==> config.mk <==
export PLATFORM = sky130hd
export DESIGN_NAME = adaptive_priority_timeout_tuner
export DESIGN_NICKNAME = d
export VERILOG_FILES = /design/src/design/aptt_pkg.sv /design/src/design/adaptive_priority_timeout_tuner.sv /design/src/design/aptt_div.sv
export SDC_FILE = /design/constraint.sdc
export NUM_CORES = 1
export LEC_CHECK = 0
export BUFFER_PORTS_ARGS = -buffer_cell sky130_fd_sc_hd__buf_2
export CAP_MARGIN = 20
export CORE_AREA = 4 4 264 137
export CTS_CLUSTER_DIAMETER = 100
export DETAILED_ROUTE_END_ITERATION = 8
export DIE_AREA = 0 0 268 141
export GPL_TIMING_DRIVEN = 0
export PLACE_DENSITY_LB_ADDON = 0.12
export SKIP_CTS_REPAIR_TIMING = 1
export SYNTH_ARGS = -nofsm -noshare
export SYNTH_HDL_FRONTEND = slang
export SYNTH_SLANG_ARGS = --single-unit
==> constraint.sdc <==
create_clock -name clk -period 10.8 [get_ports clk]
set_input_delay 2.16 -clock clk [delete_from_list [all_inputs] [get_ports clk]]
set_output_delay 2.16 -clock clk [all_outputs]
set_load 0.05 [all_outputs]
==> src/design/aptt_pkg.sv <==
// ----------------------------------------------------------------------------
// Adaptive priority timeout tuner package
// Shared widths, thresholds, reset values and the divider result type.
// ----------------------------------------------------------------------------
package aptt_pkg;

  localparam int LEVELS = 4;
  localparam int LVL_W  = 2;
  localparam int TMO_W  = 16;
  localparam int LIM_W  = 16;
  localparam int UTIL_W = 8;
  localparam int TOT_W  = 10;
  // Width of queue_depth * 100 for a 16-bit depth.
  localparam int DIVD_W = 23;

  localparam logic [UTIL_W-1:0] HIGH_THR  = 8'd80;
  localparam logic [UTIL_W-1:0] CRIT_THR  = 8'd95;
  localparam logic [UTIL_W-1:0] PERCENT   = 8'd100;
  localparam logic [UTIL_W-1:0] UTIL_SAT  = 8'd255;
  localparam logic [TMO_W-1:0]  MIN_TMO   = 16'd5;
  localparam logic [TMO_W-1:0]  TMO_STEP  = 16'd10;
  localparam logic [TMO_W-1:0]  TMO_SAT   = 16'hFFFF;

  localparam logic OP_ADJUST  = 1'b0;
  localparam logic OP_RESTORE = 1'b1;

  // Bit 2 of the register index selects the register bank.
  localparam logic REG_BANK_LIMIT   = 1'b0;
  localparam logic REG_BANK_DEFAULT = 1'b1;

  localparam logic [LVL_W-1:0] LVL_EMERGENCY = 2'd0;
  localparam logic [LVL_W-1:0] LVL_INFO      = 2'd3;

  localparam logic [LEVELS-1:0][LIM_W-1:0] RST_LIMIT =
    {16'd100, 16'd50, 16'd20, 16'd10};
  localparam logic [LEVELS-1:0][TMO_W-1:0] RST_TMO =
    {16'd500, 16'd100, 16'd50, 16'd10};

  typedef struct packed {
    logic              done;
    logic [UTIL_W-1:0] quot;
  } div_res_t;

endpackage

==> src/design/adaptive_priority_timeout_tuner.sv <==
// ----------------------------------------------------------------------------
// Adaptive priority timeout tuner
// Per-level timeout and utilization keeping for four priority levels.
// ----------------------------------------------------------------------------
// The block handles one item at a time and drops in_ready from the edge that
// accepts an item until its result has been loaded into the output register.
// A restore item passes through the update and output states. An adjust item
// first passes the multiply state; on a level whose depth limit is 0 it reads
// as full load there and skips the divider. An adjust item whose utilization
// would pass 255 stops the divider after its saturation check. For any other
// adjust item the multiply state forms queue_depth * 100, then the shared
// divider runs its saturation check and produces the quotient one bit at a
// time, followed by a handoff, an update and an output state. The output
// state waits for as long as an earlier result still sits in the output
// register. That register lets a finished result wait for out_ready while the
// next item is already accepted and worked on. Configuration writes take
// effect at once and are meant for idle periods.
// ----------------------------------------------------------------------------
module adaptive_priority_timeout_tuner (
  input  logic                         clk,
  input  logic                         rst_n,
  // Configuration write port.
  input  logic                         cfg_we,
  input  logic [2:0]                   cfg_index,
  input  logic [15:0]                  cfg_wdata,
  // Input item channel.
  input  logic                         in_valid,
  output logic                         in_ready,
  input  logic                         in_op,
  input  logic [aptt_pkg::LVL_W-1:0]   in_level,
  input  logic [15:0]                  in_queue_depth,
  // Result item channel.
  output logic                         out_valid,
  input  logic                         out_ready,
  output logic                         out_status,
  output logic [aptt_pkg::UTIL_W-1:0]  out_utilization,
  output logic [aptt_pkg::TMO_W-1:0]   out_timeout,
  output logic [aptt_pkg::TOT_W-1:0]   out_total_utilization,
  output logic [aptt_pkg::UTIL_W-1:0]  out_average_utilization
);
  import aptt_pkg::*;

  typedef enum logic [2:0] {S_IDLE, S_MUL, S_DIV, S_UPD, S_OUT} state_t;

  state_t                        state_r;

  // Configuration registers: depth limits and restore timeouts per level.
  logic [LEVELS-1:0][LIM_W-1:0]  limit_r;
  logic [LEVELS-1:0][TMO_W-1:0]  dflt_r;

  // Per-level state.
  logic [LEVELS-1:0][TMO_W-1:0]  tmo_r;
  logic [LEVELS-1:0][UTIL_W-1:0] utl_r;

  // The item being worked on.
  logic                          op_r;
  logic [LVL_W-1:0]              lvl_r;
  logic [15:0]                   depth_r;
  logic [UTIL_W-1:0]             util_r;
  logic                          status_r;

  // Output register.
  logic                          out_valid_r;
  logic                          out_status_r;
  logic [UTIL_W-1:0]             out_util_r;
  logic [TMO_W-1:0]              out_tmo_r;
  logic [TOT_W-1:0]              out_total_r;

  logic                          div_start;
  logic [DIVD_W-1:0]             product;
  div_res_t                      div_res;

  logic [TMO_W-1:0]              cur_tmo;
  logic [TMO_W-1:0]              half_tmo;
  logic [TMO_W:0]                inc_tmo;
  logic [TMO_W-1:0]              new_tmo;
  logic                          new_status;
  logic [TOT_W-1:0]              total;
  logic                          in_acc;
  logic                          out_free;

  assign in_ready = (state_r == S_IDLE);
  assign in_acc   = in_valid && in_ready;
  assign out_free = !out_valid_r || out_ready;

  // Multiplying by 100 is a constant multiply; the divider registers it.
  assign product   = DIVD_W'(depth_r) * DIVD_W'(PERCENT);
  assign div_start = (state_r == S_MUL) && (limit_r[lvl_r] != '0);

  aptt_div u_div (
    .clk      (clk),
    .rst_n    (rst_n),
    .start    (div_start),
    .dividend (product),
    .divisor  (limit_r[lvl_r]),
    .res      (div_res)
  );

  // Timeout tuning from the fresh utilization. Critical load halves the
  // timeout with a floor on every level but emergency; high load adds a
  // fixed step with saturation on every level but info, and always reports.
  always_comb begin
    cur_tmo    = tmo_r[lvl_r];
    half_tmo   = cur_tmo >> 1;
    inc_tmo    = {1'b0, cur_tmo} + {1'b0, TMO_STEP};
    new_tmo    = cur_tmo;
    new_status = 1'b0;
    if (util_r >= CRIT_THR) begin
      if (lvl_r != LVL_EMERGENCY) begin
        new_tmo    = (half_tmo < MIN_TMO) ? MIN_TMO : half_tmo;
        new_status = 1'b1;
      end
    end else if (util_r >= HIGH_THR) begin
      if (lvl_r != LVL_INFO) begin
        new_tmo = inc_tmo[TMO_W] ? TMO_SAT : inc_tmo[TMO_W-1:0];
      end
      new_status = 1'b1;
    end
  end

  // Sum of the stored utilizations, taken after the update has landed.
  always_comb begin
    total = '0;
    for (int i = 0; i < LEVELS; i++) begin
      total = total + TOT_W'(utl_r[i]);
    end
  end

  // Configuration writes go straight into the register banks.
  always_ff @(posedge clk) begin
    if (!rst_n) begin
      limit_r <= RST_LIMIT;
      dflt_r  <= RST_TMO;
    end else if (cfg_we) begin
      if (cfg_index[2] == REG_BANK_LIMIT) begin
        limit_r[cfg_index[1:0]] <= cfg_wdata;
      end else begin
        dflt_r[cfg_index[1:0]] <= cfg_wdata;
      end
    end
  end

  // Sequencer: accept, form the utilization of an adjust item, update the
  // level, then hand the result to the output register once it is free.
  always_ff @(posedge clk) begin
    if (!rst_n) begin
      state_r     <= S_IDLE;
      out_valid_r <= 1'b0;
      tmo_r       <= RST_TMO;
      utl_r       <= '0;
    end else begin
      // A new result replaces one that leaves in the same cycle.
      if ((state_r == S_OUT) && out_free) begin
        out_valid_r <= 1'b1;
      end else if (out_ready) begin
        out_valid_r <= 1'b0;
      end
      case (state_r)
        S_IDLE: begin
          if (in_acc) begin
            op_r    <= in_op;
            lvl_r   <= in_level;
            depth_r <= in_queue_depth;
            state_r <= (in_op == OP_RESTORE) ? S_UPD : S_MUL;
          end
        end
        S_MUL: begin
          // A zero limit reads as full load without a division.
          if (limit_r[lvl_r] == '0) begin
            util_r  <= PERCENT;
            state_r <= S_UPD;
          end else begin
            state_r <= S_DIV;
          end
        end
        S_DIV: begin
          if (div_res.done) begin
            util_r  <= div_res.quot;
            state_r <= S_UPD;
          end
        end
        S_UPD: begin
          if (op_r == OP_RESTORE) begin
            tmo_r[lvl_r] <= dflt_r[lvl_r];
            utl_r[lvl_r] <= '0;
            status_r     <= 1'b0;
          end else begin
            tmo_r[lvl_r] <= new_tmo;
            utl_r[lvl_r] <= util_r;
            status_r     <= new_status;
          end
          state_r <= S_OUT;
        end
        S_OUT: begin
          if (out_free) begin
            out_status_r <= status_r;
            out_util_r   <= utl_r[lvl_r];
            out_tmo_r    <= tmo_r[lvl_r];
            out_total_r  <= total;
            state_r      <= S_IDLE;
          end
        end
        default: begin
          state_r <= S_IDLE;
        end
      endcase
    end
  end

  assign out_valid               = out_valid_r;
  assign out_status              = out_status_r;
  assign out_utilization         = out_util_r;
  assign out_timeout             = out_tmo_r;
  assign out_total_utilization   = out_total_r;
  assign out_average_utilization = out_total_r[TOT_W-1:2];

`ifndef SYNTHESIS
  // In the cycle after an item is taken, the block is busy.
  a_busy_after_accept: assert property (@(posedge clk) disable iff (!rst_n)
    in_acc |=> !in_ready)
    else $error("in_ready stayed high after an item was accepted");

  // The divider only finishes while the sequencer waits for it.
  a_div_done_in_div: assert property (@(posedge clk) disable iff (!rst_n)
    div_res.done |-> (state_r == S_DIV))
    else $error("divider finished outside of the division wait");

  // A level's utilization is part of the reported total.
  a_total_covers_level: assert property (@(posedge clk) disable iff (!rst_n)
    out_valid_r |-> (out_total_r >= TOT_W'(out_util_r)))
    else $error("total utilization below the level's utilization");
`endif

endmodule

==> src/design/aptt_div.sv <==
// ----------------------------------------------------------------------------
// Saturating radix-2 divider
// Restoring division of a 23-bit dividend by a nonzero 16-bit divisor,
// giving an 8-bit quotient that saturates at 255, one bit per cycle.
// ----------------------------------------------------------------------------
module aptt_div (
  input  logic                         clk,
  input  logic                         rst_n,
  input  logic                         start,
  input  logic [aptt_pkg::DIVD_W-1:0]  dividend,
  input  logic [aptt_pkg::LIM_W-1:0]   divisor,
  output aptt_pkg::div_res_t           res
);
  import aptt_pkg::*;

  typedef enum logic [1:0] {D_IDLE, D_CHECK, D_RUN} dstate_t;

  dstate_t             state_r;
  logic [DIVD_W-1:0]   dvd_r;
  logic [LIM_W-1:0]    dsr_r;
  logic [LIM_W-1:0]    rem_r;
  logic [UTIL_W-1:0]   quot_r;
  logic [2:0]          cnt_r;
  logic                done_r;

  // The single subtractor serves both the range check and every step.
  logic [LIM_W:0]      opnd;
  logic [LIM_W+1:0]    diff;
  logic                ge;

  always_comb begin
    if (state_r == D_CHECK) begin
      opnd = {2'b00, dvd_r[DIVD_W-1:UTIL_W]};
    end else begin
      opnd = {rem_r, dvd_r[UTIL_W-1]};
    end
    diff = {1'b0, opnd} - {2'b00, dsr_r};
    ge   = ~diff[LIM_W+1];
  end

  always_ff @(posedge clk) begin
    if (!rst_n) begin
      state_r <= D_IDLE;
      done_r  <= 1'b0;
      cnt_r   <= '0;
    end else begin
      done_r <= 1'b0;
      case (state_r)
        D_IDLE: begin
          if (start) begin
            dvd_r   <= dividend;
            dsr_r   <= divisor;
            state_r <= D_CHECK;
          end
        end
        D_CHECK: begin
          // A high part not below the divisor means a quotient of 256 or more.
          if (ge) begin
            quot_r  <= UTIL_SAT;
            done_r  <= 1'b1;
            state_r <= D_IDLE;
          end else begin
            rem_r   <= opnd[LIM_W-1:0];
            quot_r  <= '0;
            cnt_r   <= 3'd7;
            state_r <= D_RUN;
          end
        end
        D_RUN: begin
          rem_r  <= ge ? diff[LIM_W-1:0] : opnd[LIM_W-1:0];
          quot_r <= {quot_r[UTIL_W-2:0], ge};
          dvd_r  <= {dvd_r[DIVD_W-2:0], 1'b0};
          cnt_r  <= cnt_r - 3'd1;
          if (cnt_r == 3'd0) begin
            done_r  <= 1'b1;
            state_r <= D_IDLE;
          end
        end
        default: begin
          state_r <= D_IDLE;
        end
      endcase
    end
  end

  assign res.done = done_r;
  assign res.quot = quot_r;

endmodule

After elaboration in Yosys (flattened, before gate mapping)
Cells that the tools add are included.
{ "classes": {"addsub": 6, "mul": 1, "n_lt_le_gt_ge": 7, "eq_ne": 14, "muxes": 58, "bitwise": 4, "n_reduce_logical": 30} }
{ "op_table": {"columns": ["operator", "n"], "rows": [
  ["$bwmux W64", 4],
  ["$mux W16", 12],
  ["$bmux W16 S2", 3],
  ["$demux W16 S2", 2],
  ["$mux W64", 1],
  ["$pmux W23 S2", 1],
  ["$mux W8", 5],
  ["$and A32 B32 Y32", 1],
  ["$bwmux W32", 1],
  ["$mux W32", 1],
  ["$not A32 Y32", 1],
  ["$pmux W16 S2", 1],
  ["$pmux W8 S2", 2],
  ["$mux W23", 1],
  ["$mul A16 B5 Y21 const B", 1],
  ["$reduce_and A3 Y1", 6],
  ["$sub A17 B16 Y18", 1],
  ["$add A16 B4 Y17 const B", 1],
  ["$mux W17", 1],
  ["$bmux W8 S2", 1],
  ["$demux W8 S2", 1],
  ["$ge A8 B7 Y1 const B", 2],
  ["$logic_not A16 Y1", 1],
  ["$reduce_bool A16 Y1", 1],
  ["other kinds (31)", 68]
]} }
{ "word_totals": {"regBits": 360, "inputBits": 43, "output_inout_bits": 45, "elab_cells": 154} }

Logic depth before layout (Yosys ltp)
Gate-level depths: netlist of the first run.
{ "logic_depth": {"depth_word": 9, "mapped_depth": 16} }

Hierarchy
Synthesis of the first run repeated with hierarchy kept, for this count alone.
{ "unflattened": {"hier_cells": 1946, "hier_area_um2": 18990.7} }
{ "modules_own_cells": {"columns": ["mod", "n_inst", "cells_per_inst", "area_each_um2", "seq_area_each_um2"], "rows": [
  ["adaptive_priority_timeout_tuner", 1, 1620, 15113.2, 6456.2],
  ["aptt_div", 1, 326, 3877.5, 2011.9]
]} }

Worst setup path before layout of the first run
OpenSTA, ideal clock, no wires.
{ "synth_timing": {"path_kind": "in2reg", "from": "input rst_n", "to": "register out_status_r (netlist: out_status) (enable)", "t_arrival_ns": 5.175, "required_ns": 10.329, "slack_ns": 5.154, "path_stages": 4, "path_buffers": 2, "cell_sequence": "clkbuf_1 -> inv_2 -> clkbuf_1 -> nor3_1"} }
{ "synth_via": {"elab_chain_cells": 1} }
{ "synth_lines": {"columns": ["element", "line_no", "text"], "rows": [
  ["start: declaration", "adaptive_priority_timeout_tuner.sv:21", "input logic rst_n,"],
  ["$reduce_and A3 Y1 (no source line)", null, null],
  ["end signal: assignment", "adaptive_priority_timeout_tuner.sv:196", "out_status_r <= status_r;"],
  ["end: declaration", "adaptive_priority_timeout_tuner.sv:64", "logic out_status_r;"]
]} }
Every way passes these cells.
A chain may end at the register's enable or synchronous reset.

Worst setup path after layout of the first run
{ "layout_timing": {"from": "register u_div.state_r[1]", "to": "register u_div.rem_r[11] (data pin)"} }
{ "layout_via": {"elab_chain_cells": 5, "elab_cells_between_ends": 7, "classes_between": "1 x add/sub; 2 x eq/ne; 4 x mux"} }
{ "layout_lines": {"columns": ["element", "line_no", "text"], "rows": [
  ["start: declaration", "aptt_div.sv:18", "dstate_t state_r;"],
  ["start signal: assignment", "aptt_div.sv:43", "state_r <= D_IDLE;"],
  ["start signal: assignment", "aptt_div.sv:53", "state_r <= D_CHECK;"],
  ["start signal: assignment", "aptt_div.sv:61", "state_r <= D_IDLE;"],
  ["$eq A2 B1 Y1", "aptt_div.sv:32, aptt_div.sv:48", null],
  ["$mux W17", "aptt_div.sv:32", "if (state_r == D_CHECK) begin"],
  ["$sub A17 B16 Y18", "aptt_div.sv:37", "diff = {1'b0, opnd} - {2'b00, dsr_r};"],
  ["$mux W16", "aptt_div.sv:70", "rem_r <= ge ? diff[LIM_W-1:0] : opnd[LIM_W-1:0];"],
  ["$pmux W16 S2 (*)", "aptt_div.sv:48", "case (state_r)"],
  ["end signal: assignment", "aptt_div.sv:63", "rem_r <= opnd[LIM_W-1:0];"],
  ["end signal: assignment", "aptt_div.sv:70", null],
  ["end: declaration", "aptt_div.sv:21", "logic [LIM_W-1:0] rem_r;"]
]} }
Mark *: on every way between the ends. The rest lies on a longest branch, timed or not. The select of a mux whose other input is x is not followed.

==> results.sh, run 1 <==
export IMPL_end_kind="register"
export IMPL_cts_buffer_depth=3
export IMPL_holdPathStages=2
export IMPL_period_minus_slack_ns=5.38
export IMPL_drtPass1Iterations=6
export IMPL_vdd_drop_max_v=0.000152
export IMPL_cts_buffers=34
export IMPL_r2r_start="u_div.state_r[1]"
export IMPL_fill_cells=2898
export IMPL_overflow=0
export IMPL_maxCapViolCount=0
export IMPL_port_buffers=68
export IMPL_insertion_delay_ns=0.54
export IMPL_routed_via_density=6.13
export IMPL_r2r_end="u_div.rem_r[11]"
export IMPL_dp_hpwl_microns=44900
export IMPL_ff2ff_path_depth=14
export IMPL_layout_drive_gt1_share_pct=12.7
export IMPL_seq_area_sq_um=8410
export IMPL_syn2layout_area_growth_pct=11.4
export IMPL_drtIter0Drc=2229
export IMPL_multi_input_area_sq_um=8950
export IMPL_outcome="finished, final reports clean"
export IMPL_nets=2244
export IMPL_cp_data_arrival_time_ns=5.64
export IMPL_syn_nets=2132
export IMPL_synth_top_flop_cell="dfxtp_1"
export IMPL_synthArstFlopShare_pct=0
export IMPL_clkTransAtPathRegs_ns=0.07
export IMPL_r2r_setup_slack_ns=5.42
export IMPL_holdCritPathClass="reg -> reg"
export IMPL_crit_fanout=10
export IMPL_p_leak_uw=0.00780
export IMPL_power_total_uw=3160
export IMPL_grt_setup_unrepaired="false"
export IMPL_dp_cells=2502
export IMPL_worstMarginPinSlew_ns=1.01
export IMPL_dieArea_sq_um=37800
export IMPL_grt_max_degree=20
export IMPL_htree_levels=2
export IMPL_cts_sinks=358
export IMPL_grt_use_total_pct=31.1
export IMPL_setup_worst_path_start_class="register"
export IMPL_finalMaxSlewViolations=0
export IMPL_insertedDiodeCount=0
export IMPL_ys_warn_count=0
export IMPL_place_gp_congestion=1.08
export IMPL_synth_cells=1977
export IMPL_post_route_period_util_pct=49.9
export IMPL_worstHoldStart="dflt_r[33]"
export IMPL_p_per_area_nw_per_um2=154
export IMPL_fp_dieH_microns=141
export IMPL_yosysUniqueCellTypes=69
export IMPL_remaining_drc_errors=0
export IMPL_layout_common_cells="nand2_1, a21oi_1, dfxtp_1"
export IMPL_syn_area_sq_um=18400
export IMPL_instances_no_fill=2564
export IMPL_io_pins=88
export IMPL_start_util_pct=54.4
export IMPL_synth_edf_count=124
export IMPL_cts_tree="done"
export IMPL_routed_wl_microns=59500
export IMPL_pre_cts_slack_ns=5.61
export IMPL_vias=15700
export IMPL_tns_ns=0
export IMPL_ys_ff_latch=358
export IMPL_synth_seq_area_share_pct=45.6
export IMPL_worst_slack_ns=5.42
export IMPL_wl_per_cell_microns=23.2
export IMPL_final_setup_viol_count=0
export IMPL_clock_skew_final_ns=0.0157
export IMPL_worst_setup_path_type="reg -> reg"
export IMPL_whs_endpoint="dflt_r[33]"
export IMPL_cts_root_buf="clkbuf_16"
export IMPL_fmax_mhz=186
export IMPL_fp_row_count=48
export IMPL_slew_headroom_pct=32.1
export IMPL_final_common_cell="nand2_1"
export IMPL_grt_pass1_wl_microns=89100
export IMPL_syn_area_per_cell_sq_um=9.32
export IMPL_final_antenna_net_count=0
export IMPL_crit_required_ns=11.05
export IMPL_die_w_microns=268
export IMPL_coreArea_sq_um=33900
export IMPL_final_hold_viol_count=0
export IMPL_first_global_vias=14500
export IMPL_antenna_found_initial=0
## how the worst max path moves through the flow
stage / startpoint / to / slack, ns / cells after the start
2_1_floorplan: rst_n / out_status / 5.15 / 4
3_5_place_dp: u_div.state_r[1] / u_div.rem_r[2] / 5.61 / 14
4_1_cts: u_div.state_r[1] / u_div.rem_r[12] / 5.59 / 14
3_3_place_gp: rst_n / out_timeout[2] / 2.87 / 4
6_report: u_div.state_r[1] / u_div.rem_r[11] / 5.42 / 14
5_1_grt: u_div.state_r[1] / u_div.rem_r[10] / 5.09 / 15
## flip-flops by register name, summed over array words and instances (netlist names), 2 cells and up
register,cells
utl_r,32
u_div.dvd_r,21
depth_r,16
lvl_r,2
dflt_r,64
limit_r,64
state_r,3
u_div.rem_r,16
out_utilization,8
u_div.dsr_r,16
u_div.cnt_r,3
tmo_r,64
out_total_utilization,10
u_div.quot_r,8
util_r,8
u_div.state_r,2
out_timeout,16
## cell usage after synthesis, drive strengths merged (22+ instances only)
library cell,n,share of area (%)
inv,130,2.6
edfxtp,124,20
nand2,454,9.3
nor2,87,1.8
mux2,22,1.3
o21ai,70,1.9
mux4,56,6.9
clkbuf,93,2.0
buf,37,1.3
dfxtp,234,25
ha,84,5.7
fa,28,3.0
a21oi,241,6.6
nand3,56,1.5
## worst max-delay path, cell delays in order (launching register included)
cell and delay (ns):
dfxtp_1 0.33, inv_1 0.08, ha_1 0.14, clkbuf_1 0.48, buf_1 0.59, mux2_2 0.43
ha_1 0.27, clkbuf_1 0.28, nand3_1 0.17, or3_1 0.42, a211oi_1 0.47, o211ai_1 0.23
a31oi_2 0.57, clkbuf_1 0.48, a31oi_1 0.16
## per-layer routing
metal | part of all wire, % | global-route usage (%) | wire length [microns] | vias to the layer above
met2 | 36 | 37.4 | 21300 | 971
met1 | 47 | 50.7 | 28000 | 7595
met5 | 0 | 0.257 | 0 | -
met4 | 1.4 | 5.36 | 836 | 0
li1 | - | - | - | 7059
met3 | 16 | 13.2 | 9390 | 92
## area by class of cell
class / instances / area share (%)
multi-input cells: 1359 / 43.6
flip-flops and latches: 358 / 41.0
clock buffers: 44 / 4.68
plain buffers: 130 / 2.94
well taps: 450 / 2.74
inverters: 130 / 2.38
repair buffers: 76 / 2.08
clock inverters: 17 / 0.603
## cell families (layout without fill, tap and decap cells)
family          after synthesis  in the layout  share of synthesized area (%)
xor+xnor                     32             32                           1.52
mux                          92             92                           9.03
buf+inv                     260            397                           5.93
fa+ha+maj                   112            112                           8.74
simple gates                707            707                           16.3
compound gates              416            416                           12.9
flops                       358            358                           45.6
## report_power, final
| part | switching [uW] | internal [uW] | total, uW |
|---|---|---|---|
| clock network | 552 | 658 | 1210 |
| registers | 20.8 | 1440 | 1460 |
| logic | 311 | 175 | 486 |
## stage by stage
step           instance area, sq um  util (%)  hold slack, ns
2_1_floorplan                 18400         -           0.400
3_3_place_gp                  19300      57.1           0.438
3_5_place_dp                  19400      57.4           0.445
4_1_cts                       20500      60.6           0.454
5_1_grt                       20500      60.6           0.468
6_report                      20500      60.6           0.454
(Power assumes the default switching activity.)
==> run 2, diff against run 1 <==
ABC_AREA = 1   (was unset)
CORE_AREA = 4 4 266 138   (was 4 4 264 137)
DIE_AREA = 0 0 270 142   (was 0 0 268 141)
clock period = 4.8 ns   (was 10.8 ns; I/O delays follow)
==> run 2 against run 1 <==
Via count up 5.8%. Worst setup slack worse by 5.0 ns. Critical endpoint is now u_div.rem_r[8]. Synthesized cell count up 21%. Final cell count up 17%. Final area up 1.5%. Largest cell class unchanged. Wire length down 8.5%. Register-to-register slack worse by 5.0 ns. Global-route usage down 3.1 points.
==> results.sh, run 2 <==
export IMPL_syn_area_sq_um=18600
export IMPL_cts_buffer_depth=3
export IMPL_reg_top3="dflt_r x64, limit_r x64, tmo_r x64"
export IMPL_final_antenna_net_count=0
export IMPL_fp_row_count=48
export IMPL_vdd_drop_max_v=0.000264
export IMPL_synth_mux_area_share_pct=0.0537
export IMPL_worstHoldStart="status_r"
export IMPL_yosysUniqueCellTypes=50
export IMPL_remaining_drc_errors=0
export IMPL_power_total_uw=9330
export IMPL_grt_pass1_wl_microns=85400
export IMPL_ys_ff_latch=358
export IMPL_insertedDiodeCount=0
export IMPL_drtIter0Drc=1702
export IMPL_synth_top_flop_cell="dfxtp_1"
export IMPL_p_per_area_nw_per_um2=448
export IMPL_cp_data_arrival_time_ns=4.55
export IMPL_fp_dieH_microns=142
export IMPL_cts_buffers=35
export IMPL_htree_levels=2
export IMPL_end_kind="register"
export IMPL_holdCritPathClass="reg -> reg"
export IMPL_coreArea_sq_um=34200
export IMPL_routed_via_density=5.54
export IMPL_cts_tree="done"
export IMPL_maxCapViolCount=0
export IMPL_synthArstFlopShare_pct=0
export IMPL_dp_hpwl_microns=39200
export IMPL_yosysTopAreaCellShare_pct=25.1
export IMPL_synth_fa_ha_area_share_pct=8.65
export IMPL_final_hold_viol_count=0
export IMPL_fill_cells=3158
export IMPL_synth_simple_gate_area_share_pct=24.1
export IMPL_syn2layout_area_growth_pct=11.8
export IMPL_layout_common_cells="nand2_1, nor2_1, inv_1"
export IMPL_layout_drive_gt1_share_pct=8.41
export IMPL_syn_nets=2556
export IMPL_start_util_pct=54.5
export IMPL_clkTransAtPathRegs_ns=0.06
export IMPL_routed_wl_microns=54400
export IMPL_final_setup_viol_count=0
export IMPL_port_buffers=86
export IMPL_syn_area_per_cell_sq_um=7.76
export IMPL_die_w_microns=270
export IMPL_final_util_pct=61.0
export IMPL_ys_top_cells_by_count="nand2_1, nor2_1, inv_1"
export IMPL_r2r_setup_slack_ns=0.42
export IMPL_vias=16600
export IMPL_ys_warn_count=0
export IMPL_pre_cts_slack_ns=0.204
export IMPL_worstMarginPinSlew_ns=1.10
export IMPL_insertion_delay_ns=0.55
export IMPL_synth_most_common_cell="nand2_1"
export IMPL_cts_root_buf="clkbuf_16"
export IMPL_io_pins=88
export IMPL_grt_max_degree=20
export IMPL_clock_skew_final_ns=0.0250
export IMPL_yosys_top_cells_area="dfxtp_1, edfxtp_1, nand2_1"
export IMPL_nets=2686
export IMPL_worst_setup_path_type="reg -> reg"
export IMPL_place_gp_congestion=0.953
export IMPL_yosys_area_top_type="dfxtp_1"
export IMPL_drtPass1Iterations=6
export IMPL_synth_top_family_by_area="simple AND/OR/NAND/NOR gates"
export IMPL_dieArea_sq_um=38300
export IMPL_crit_fanout=16
export IMPL_worst_slack_ns=0.420
export IMPL_startpoint="u_div.state_r[1]"
export IMPL_slew_headroom_pct=26.8
export IMPL_seq_area_sq_um=8410
export IMPL_synth_edf_count=124
export IMPL_r2r_start="u_div.state_r[1]"
export IMPL_synth_xor_area_share_pct=1.22
export IMPL_crit_required_ns=4.97
export IMPL_wl_per_cell_microns=18.1
export IMPL_p_leak_uw=0.00910
export IMPL_setup_worst_path_start_class="register"
export IMPL_grt_use_total_pct=28.0
export IMPL_synth_compound_area_share_pct=13.2
export IMPL_synth_cells=2401
export IMPL_fmax_mhz=228
export IMPL_first_global_vias=15500
export IMPL_final_common_cell="nand2_1"
export IMPL_period_minus_slack_ns=4.38
export IMPL_synth_seq_area_share_pct=45.1
export IMPL_post_route_period_util_pct=91.3
export IMPL_antenna_found_initial=1
export IMPL_grt_setup_unrepaired="false"
export IMPL_multi_input_area_sq_um=8820
export IMPL_overflow=0
export IMPL_finalMaxSlewViolations=0
export IMPL_cts_sinks=358
export IMPL_outcome="finished, final reports clean"
run 2: changes by cell type in the layout (fill, tap and decap cells not counted), sizes merged, moves of 17 or more:
cell and delta:
mux4 -56, a22oi +27, mux2 -22, inv +113, a31oi -17, nand2 +145, clkbuf -17, nor2b -19
nand3 +71, o21ai +144, a21oi -82, nor2 +251
run 2: stage by stage:
step           instances  cell area (sq um)  hold slack, ns  setup TNS (ns)
2_1_floorplan       2401              18600           0.400               0
3_3_place_gp        2937              19600           0.426          -64.34
3_5_place_dp        2943              19700           0.409               0
4_1_cts             3004              20800           0.433               0
5_1_grt             3005              20800           0.457               0
6_report            3005              20800           0.427               0
run 2: worst paths after layout:
kind,to,depth (start not counted)
worst max-delay path,u_div.rem_r[8],16
worst min-delay path,out_status,0
worst max register to register,u_div.rem_r[8],16
worst min register to register,out_status,0
run 2: where the power goes:
part | leakage, uW | switching, uW | internal, uW | total, uW
Clock | 0.000542 | 1230 | 1560 | 2790
Sequential | 0.00304 | 116 | 3510 | 3630
Combinational | 0.00552 | 1940 | 970 | 2910
Total | 0.00910 | 3290 | 6040 | 9330
run 2: logic make-up after synthesis:
family / Yosys count
AO/OA/AOI/OAI: 449
XOR/XNOR: 26
adder cells (fa/ha/maj): 112
buffers and inverters: 353
flip-flops: 358
multiplexers: 1
AND/OR/NAND/NOR: 1102
run 2: cell type report:
type,count,share of cell area (%)
plain buffers,109,2.43
clock buffers,47,4.73
clock inverters,14,0.607
inverters,244,4.41
multi-input cells,1690,42.4
flip-flops and latches,358,40.4
well taps,450,2.70
repair buffers,93,2.41
run 2: per-layer routing:
layer  GRT usage, %  vias up  routed length [microns]
li1               -     8113                        -
met5              0        -                        0
met3           5.42      106                     4590
met1           39.6     7781                    24700
met2           44.4      633                    23700
met4           8.12        0                     1470
run 2: worst max-delay path, cell delays in order (launching register included):
cell      delay [ns]
dfxtp_1         0.36
inv_1           0.08
ha_1            0.28
inv_1           0.16
clkbuf_1        0.37
clkbuf_1        0.51
nand2_1         0.09
nand2_1         0.11
ha_1            0.28
a21oi_1         0.18
a21boi_0        0.25
nand2_1         0.08
nand2_1         0.06
nand3_1         0.24
nand2_1         0.18
o21ai_0         0.29
nor2_4          0.49
